File: src/sv/mm5x5_pkg.sv
// ----------------------------------------------------------------------------
// mm5x5_pkg
// Shared types and codes for the square matrix multiplier and its MAC cells.
// ----------------------------------------------------------------------------
package mm5x5_pkg;

	// default matrix dimension
	localparam int DIM_DEF = 5;

	// field widths of the input and result words
	localparam int OP_W    = 2;
	localparam int FIELD_W = 3;
	localparam int VAL_W   = 16;
	localparam int PROD_W  = 34;
	localparam int IN_W    = 24;
	localparam int OUT_W   = 40;

	// operation codes
	localparam logic [OP_W-1:0] OP_LOAD_A  = 2'd0;
	localparam logic [OP_W-1:0] OP_LOAD_B  = 2'd1;
	localparam logic [OP_W-1:0] OP_COMPUTE = 2'd2;

	typedef logic signed [VAL_W-1:0]  val_t;
	typedef logic signed [PROD_W-1:0] prod_t;

	// one element of A travelling down the cell chain
	typedef struct packed {
		logic               valid;
		logic               first;
		logic               last;
		logic [FIELD_W-1:0] k;
		val_t               value;
	} tok_t;

	// control broadcast to all cells: B write port and result shift
	typedef struct packed {
		logic               b_we;
		logic [FIELD_W-1:0] b_row;
		logic [FIELD_W-1:0] b_col;
		val_t               b_value;
		logic               shift;
	} ctl_t;

endpackage

File: src/sv/mm5x5_cell.sv
// ----------------------------------------------------------------------------
// mm5x5_cell
// One MAC cell of the chain. Holds one column of B, multiplies each passing
// A element by the matching B entry and accumulates one product element.
// Finished sums shift toward cell 0 through the result chain.
// ----------------------------------------------------------------------------
module mm5x5_cell #(
	parameter int DIM = mm5x5_pkg::DIM_DEF,
	parameter int IDX = 0
) (
	input  logic               clk,
	input  logic               arst_n,
	input  mm5x5_pkg::ctl_t    ctl,
	input  mm5x5_pkg::tok_t    tok_in,
	output mm5x5_pkg::tok_t    tok_out,
	input  mm5x5_pkg::prod_t   res_in,
	output mm5x5_pkg::prod_t   res_out,
	output logic               done
);
	import mm5x5_pkg::*;

	localparam int KW = (DIM > 1) ? $clog2(DIM) : 1;
	localparam logic [FIELD_W-1:0] COL_ID = FIELD_W'(IDX);

	val_t                     b_col [DIM];
	tok_t                     tok_q;
	logic                     vld_s1;
	logic                     first_s1;
	logic                     last_s1;
	logic signed [2*VAL_W-1:0] prod_s1;
	prod_t                    acc_q;
	prod_t                    res_q;
	prod_t                    acc_base;
	prod_t                    acc_nxt;

	// column store of B, written when the load targets this column
	always_ff @(posedge clk) begin
		if (ctl.b_we && ctl.b_col == COL_ID) begin
			b_col[ctl.b_row[KW-1:0]] <= ctl.b_value;
		end
	end

	// token register, passed on to the neighbor every cycle
	always_ff @(posedge clk or negedge arst_n) begin
		if (!arst_n) begin
			tok_q <= '0;
		end else begin
			tok_q <= tok_in;
		end
	end

	// multiply stage
	always_ff @(posedge clk or negedge arst_n) begin
		if (!arst_n) begin
			vld_s1   <= 1'b0;
			first_s1 <= 1'b0;
			last_s1  <= 1'b0;
		end else begin
			vld_s1   <= tok_q.valid;
			first_s1 <= tok_q.first;
			last_s1  <= tok_q.last;
		end
	end

	always_ff @(posedge clk) begin
		prod_s1 <= tok_q.value * b_col[tok_q.k[KW-1:0]];
	end

	// accumulate, restarting on the first term of each element
	assign acc_base = first_s1 ? '0 : acc_q;
	assign acc_nxt  = acc_base + {{(PROD_W-2*VAL_W){prod_s1[2*VAL_W-1]}}, prod_s1};

	always_ff @(posedge clk) begin
		if (vld_s1) begin
			acc_q <= acc_nxt;
		end
	end

	// result register: loaded on the last term, shifted toward cell 0 on emit
	always_ff @(posedge clk) begin
		if (ctl.shift) begin
			res_q <= res_in;
		end else if (vld_s1 && last_s1) begin
			res_q <= acc_nxt;
		end
	end

	assign done    = vld_s1 & last_s1;
	assign tok_out = tok_q;
	assign res_out = res_q;

endmodule
File: config.mk
export PLATFORM = sky130hd
export DESIGN_NAME = mm5x5_cell
export DESIGN_NICKNAME = d
export VERILOG_FILES = /design/src/sv/mm5x5_pkg.sv /design/src/sv/mm5x5_cell.sv
export SDC_FILE = /design/constraint.sdc
export NUM_CORES = 1
export LEC_CHECK = 0
export BUFFER_PORTS_ARGS = -buffer_cell sky130_fd_sc_hd__clkbuf_2
export CAP_MARGIN = 0
export CORE_ASPECT_RATIO = 0.5
export CORE_MARGIN = 2
export CORE_UTILIZATION = 56
export DETAILED_ROUTE_END_ITERATION = 8
export GPL_TIMING_DRIVEN = 0
export PLACE_DENSITY = 0.77
export SLEW_MARGIN = 15
export SYNTH_ARGS = -nofsm -noshare
export SYNTH_HDL_FRONTEND = slang
export SYNTH_SLANG_ARGS = --single-unit
File: constraint.sdc
create_clock -name clk -period 6.61 [get_ports clk]
set_clock_uncertainty 0.15 [all_clocks]
set_input_delay 1.322 -clock clk [delete_from_list [all_inputs] [get_ports clk]]
set_output_delay 1.322 -clock clk [all_outputs]
set_load 0.01 [all_outputs]
==> results.rst <==
.. list-table::
   :header-rows: 1

   * - Metric
     - Value
   * - I/O pin count
     - 139
   * - Remaining DRCs
     - 0
   * - Part of the Yosys area used for sequential elements
     - 30.51%
   * - GR Overflow Total
     - 0
   * - ANT cells
     - 0
   * - Worst slew margin
     - 40.74%
   * - DP Wirelength
     - 33470 microns
   * - RePlAce Congestion
     - 0.9459
   * - GRT Overall Usage
     - 26.00%
   * - Crit path capture type
     - flip-flop
   * - Area of the placeable core
     - 32990 sq um
   * - Crit path arrival time
     - 7.18 ns
   * - Most frequent cell on the critical path
     - fa_1
   * - Number of placement rows
     - 47
   * - Fraction of met3 tracks used by global routing
     - 5.471%
   * - Wire length of the first global-routing pass
     - 70680 microns
   * - Met2 Usage GRT
     - 41.57%
   * - Ys flop type
     - edfxtp_1
   * - Initial cell density of the core
     - 56.74%
   * - Top cell types by occurrence after synthesis
     - 300 x inv_1, 263 x fa_1, 148 x edfxtp_1
   * - Post-Syn Area per Cell
     - 11.22 sq um
   * - Final number of setup-violating endpoints
     - 14
   * - Total number of vias
     - 12940
   * - Cell area after synthesis
     - 18720 sq um
   * - Final non-filler cell total
     - 2357
   * - Clock sink total
     - 205
   * - Reg2reg setup slack
     - -0.33 ns
   * - Die Outline Area
     - 34990 sq um
   * - Cell taking the most area after synthesis
     - fa_1
   * - Placement-stage worst setup slack
     - -1.029 ns
   * - Buffers plus inverters on the worst setup path
     - 7
   * - Number of buffers added on ports
     - 138
   * - Number of synthesized flops with an enable pin
     - 148
   * - CTS clock-pin slew for the worst setup and hold paths
     - 0.08 ns
   * - Number of antenna violations at the first check in global routing
     - 0
   * - Wire length per cell
     - 19.37 microns
   * - Post-synthesis register bit count
     - 205
   * - Slowest-stage cell, CP
     - fa_1
   * - Net total in the final layout
     - 2362
   * - Met1 usage
     - 37.02%
   * - Number of warnings issued by yosys
     - 0
   * - Crit Path Category
     - reg2reg
   * - Initial DRC Count
     - 945
   * - Final hold violation count
     - 0
   * - Vias in the first global route
     - 13170
   * - Cell with the most instances after synthesis
     - inv_1
   * - Total placed cells including tap cells
     - 2252
   * - Type of the worst min-delay path
     - reg2reg
   * - Final critical-path required period
     - 6.944 ns
   * - Worst Hold Launch
     - tok_out[21]
   * - Highest fanout seen on the critical path
     - 8
   * - Family with the most delay on the worst path
     - adder cells
   * - Reg2reg path depth
     - 25
   * - Crit Reg-Reg Endpoint
     - prod_s1[30]
   * - Root Buffer Master
     - clkbuf_16
   * - Die height
     - 133.3 microns
   * - Setup ws final
     - -0.3341 ns
   * - Synthesized net count
     - 2129
   * - Hold path cells
     - 0
   * - Number of H-tree levels
     - 1
   * - Clock latency of the later-clocked register in the worst-skew pair
     - 0.54 ns
   * - Violations in the final reports
     - negative setup slack
   * - Status
     - complete, but fails checks
   * - Share of the synthesized area in the top cell type
     - 28.13%
   * - Final antenna-violating net count
     - 0
   * - Cells taking the most area after synthesis
     - fa_1 28%, edfxtp_1 24%, ha_1 7.7%
   * - Final core utilization
     - 67.21%
   * - Vias per std cell
     - 5.491
   * - Count of maximum capacitance violations
     - 0
   * - Number of library cell types mapped by synthesis
     - 76
   * - Detailed-routing iteration count for the pre-antenna-repair pass
     - 5
   * - Clock buffers created by TritonCTS
     - 20
   * - Fraction of layout cells with a size suffix above 1
     - 25.37%
   * - Achievable frequency
     - 144.0 MHz
   * - Source of the worst register-to-register timing path
     - tok_out[16]
   * - Number of slew-limit violations in the final report
     - 0
   * - Global route hottest layer
     - met2
   * - Worst Setup Start Kind
     - flip-flop
   * - Largest net degree at the start of global routing
     - 36
   * - TritonCTS clock tree
     - yes
   * - Transition at the pin with the smallest max-transition slack
     - 0.8883 ns
   * - Worst hold endpoint
     - vld_s1
   * - FFs w/ async S/R, synth
     - 12.20%
   * - Fin crit share
     - 105.1%
   * - Slowest stage delay, CP
     - 0.64 ns
   * - Die width
     - 262.6 microns
   * - Data required time of the critical path
     - 6.84 ns
   * - Setup repair after global routing missed its margin
     - yes
   * - Area added between synthesis and finish
     - 18.45%
   * - Aggregate negative setup slack
     - -2.804 ns
   * - Gate count of the mapped netlist
     - 1669
   * - Wire length after detailed routing
     - 45660 microns
   * - Clock buffer depth
     - 3
registers in the layout (all words and copies together) (netlist names):
signal,cells
acc_q,34
b_col,80
first_s1,1
last_s1,1
prod_s1,32
res_out,34
tok_out,22
vld_s1,1
cell usage in the layout (no fill, tap or decap), drive strengths merged, types with 9 or more instances in the layout:
cell type  synthesis  routed
nand2b            26      26
nor2              40      40
buf               12      93
xor2              16      16
clkbuf            42     202
edfxtp           148     148
dfrtp             25      25
dfxtp             32      32
o21ai             38      38
o21bai            10      10
a21oi             52      52
a211oi             9       9
inv              301     302
and2              58      58
a21o              27      27
mux2              36      36
mux4              16      16
fa               263     263
xnor2             47      47
nand3              9       9
nand2            142     142
ha               115     115
nor2b            108     108
cell families (layout without fill, tap and decap cells):
group                    after synthesis  in the layout  share of synthesized area, %
flip-flops                           205            205                         30.51
XOR/XNOR                              63             63                         2.948
buffers and inverters                355            602                         7.259
AO/OA/AOI/OAI                        191            191                         7.433
adder cells (fa/ha/maj)              378            378                         35.81
AND/OR/NAND/NOR                      418            418                         11.58
multiplexers                          59             59                         4.465
worst max path at each step:
stage / from / slack, ns / endpoint / cells past startpoint
3_5_place_dp: tok_out[16] / -1.03 / prod_s1[30] / 23
2_1_floorplan: tok_out[16] / 0.005 / prod_s1[28] / 23
3_3_place_gp: tok_out[16] / -0.97 / prod_s1[30] / 23
5_1_grt: tok_out[16] / -0.51 / prod_s1[30] / 24
6_report: tok_out[16] / -0.33 / prod_s1[30] / 25
4_1_cts: tok_out[16] / -0.31 / prod_s1[30] / 24
cell type report:
type / count / area, sq um
clock inverters: 6 / 36.28
inverters: 301 / 1130
repair buffers: 215 / 1353
multi-input cells: 1109 / 12390
fillers: 2351 / 10820
clock buffers: 30 / 641.9
well taps: 441 / 551.8
plain buffers: 50 / 362.8
flip-flops and latches: 205 / 5713
metal layers:
layer  up-vias  share of wire, %  routed length [microns]
met5         -                 0                        0
met3        81               8.1                     3688
met1      6487                43                    19800
met2       523                46                    21070
li1       5852                 -                        -
met4         0               2.4                     1099
timing repair:
action / 4_1_cts / 5_1_grt
cloned: 1 / 0
buffers inserted: 51 / 22
endpoints found under the setup margin: 18 / 19
hold buffers: 0 / 0
gates resized for setup: 126 / 80
pin swaps: 59 / 62
through the flow:
step	hold WS, ns	cell area (sq um)
6_report	0.1948	22170
3_5_place_dp	0.2110	20190
5_1_grt	0.2157	22170
4_1_cts	0.2051	21760
2_1_floorplan	0.2660	18880
3_3_place_gp	0.2103	20120
Power is left out: the tool's default activity adds up to more than one toggle a clock period on the data nets, which glitch-free logic cannot reach.
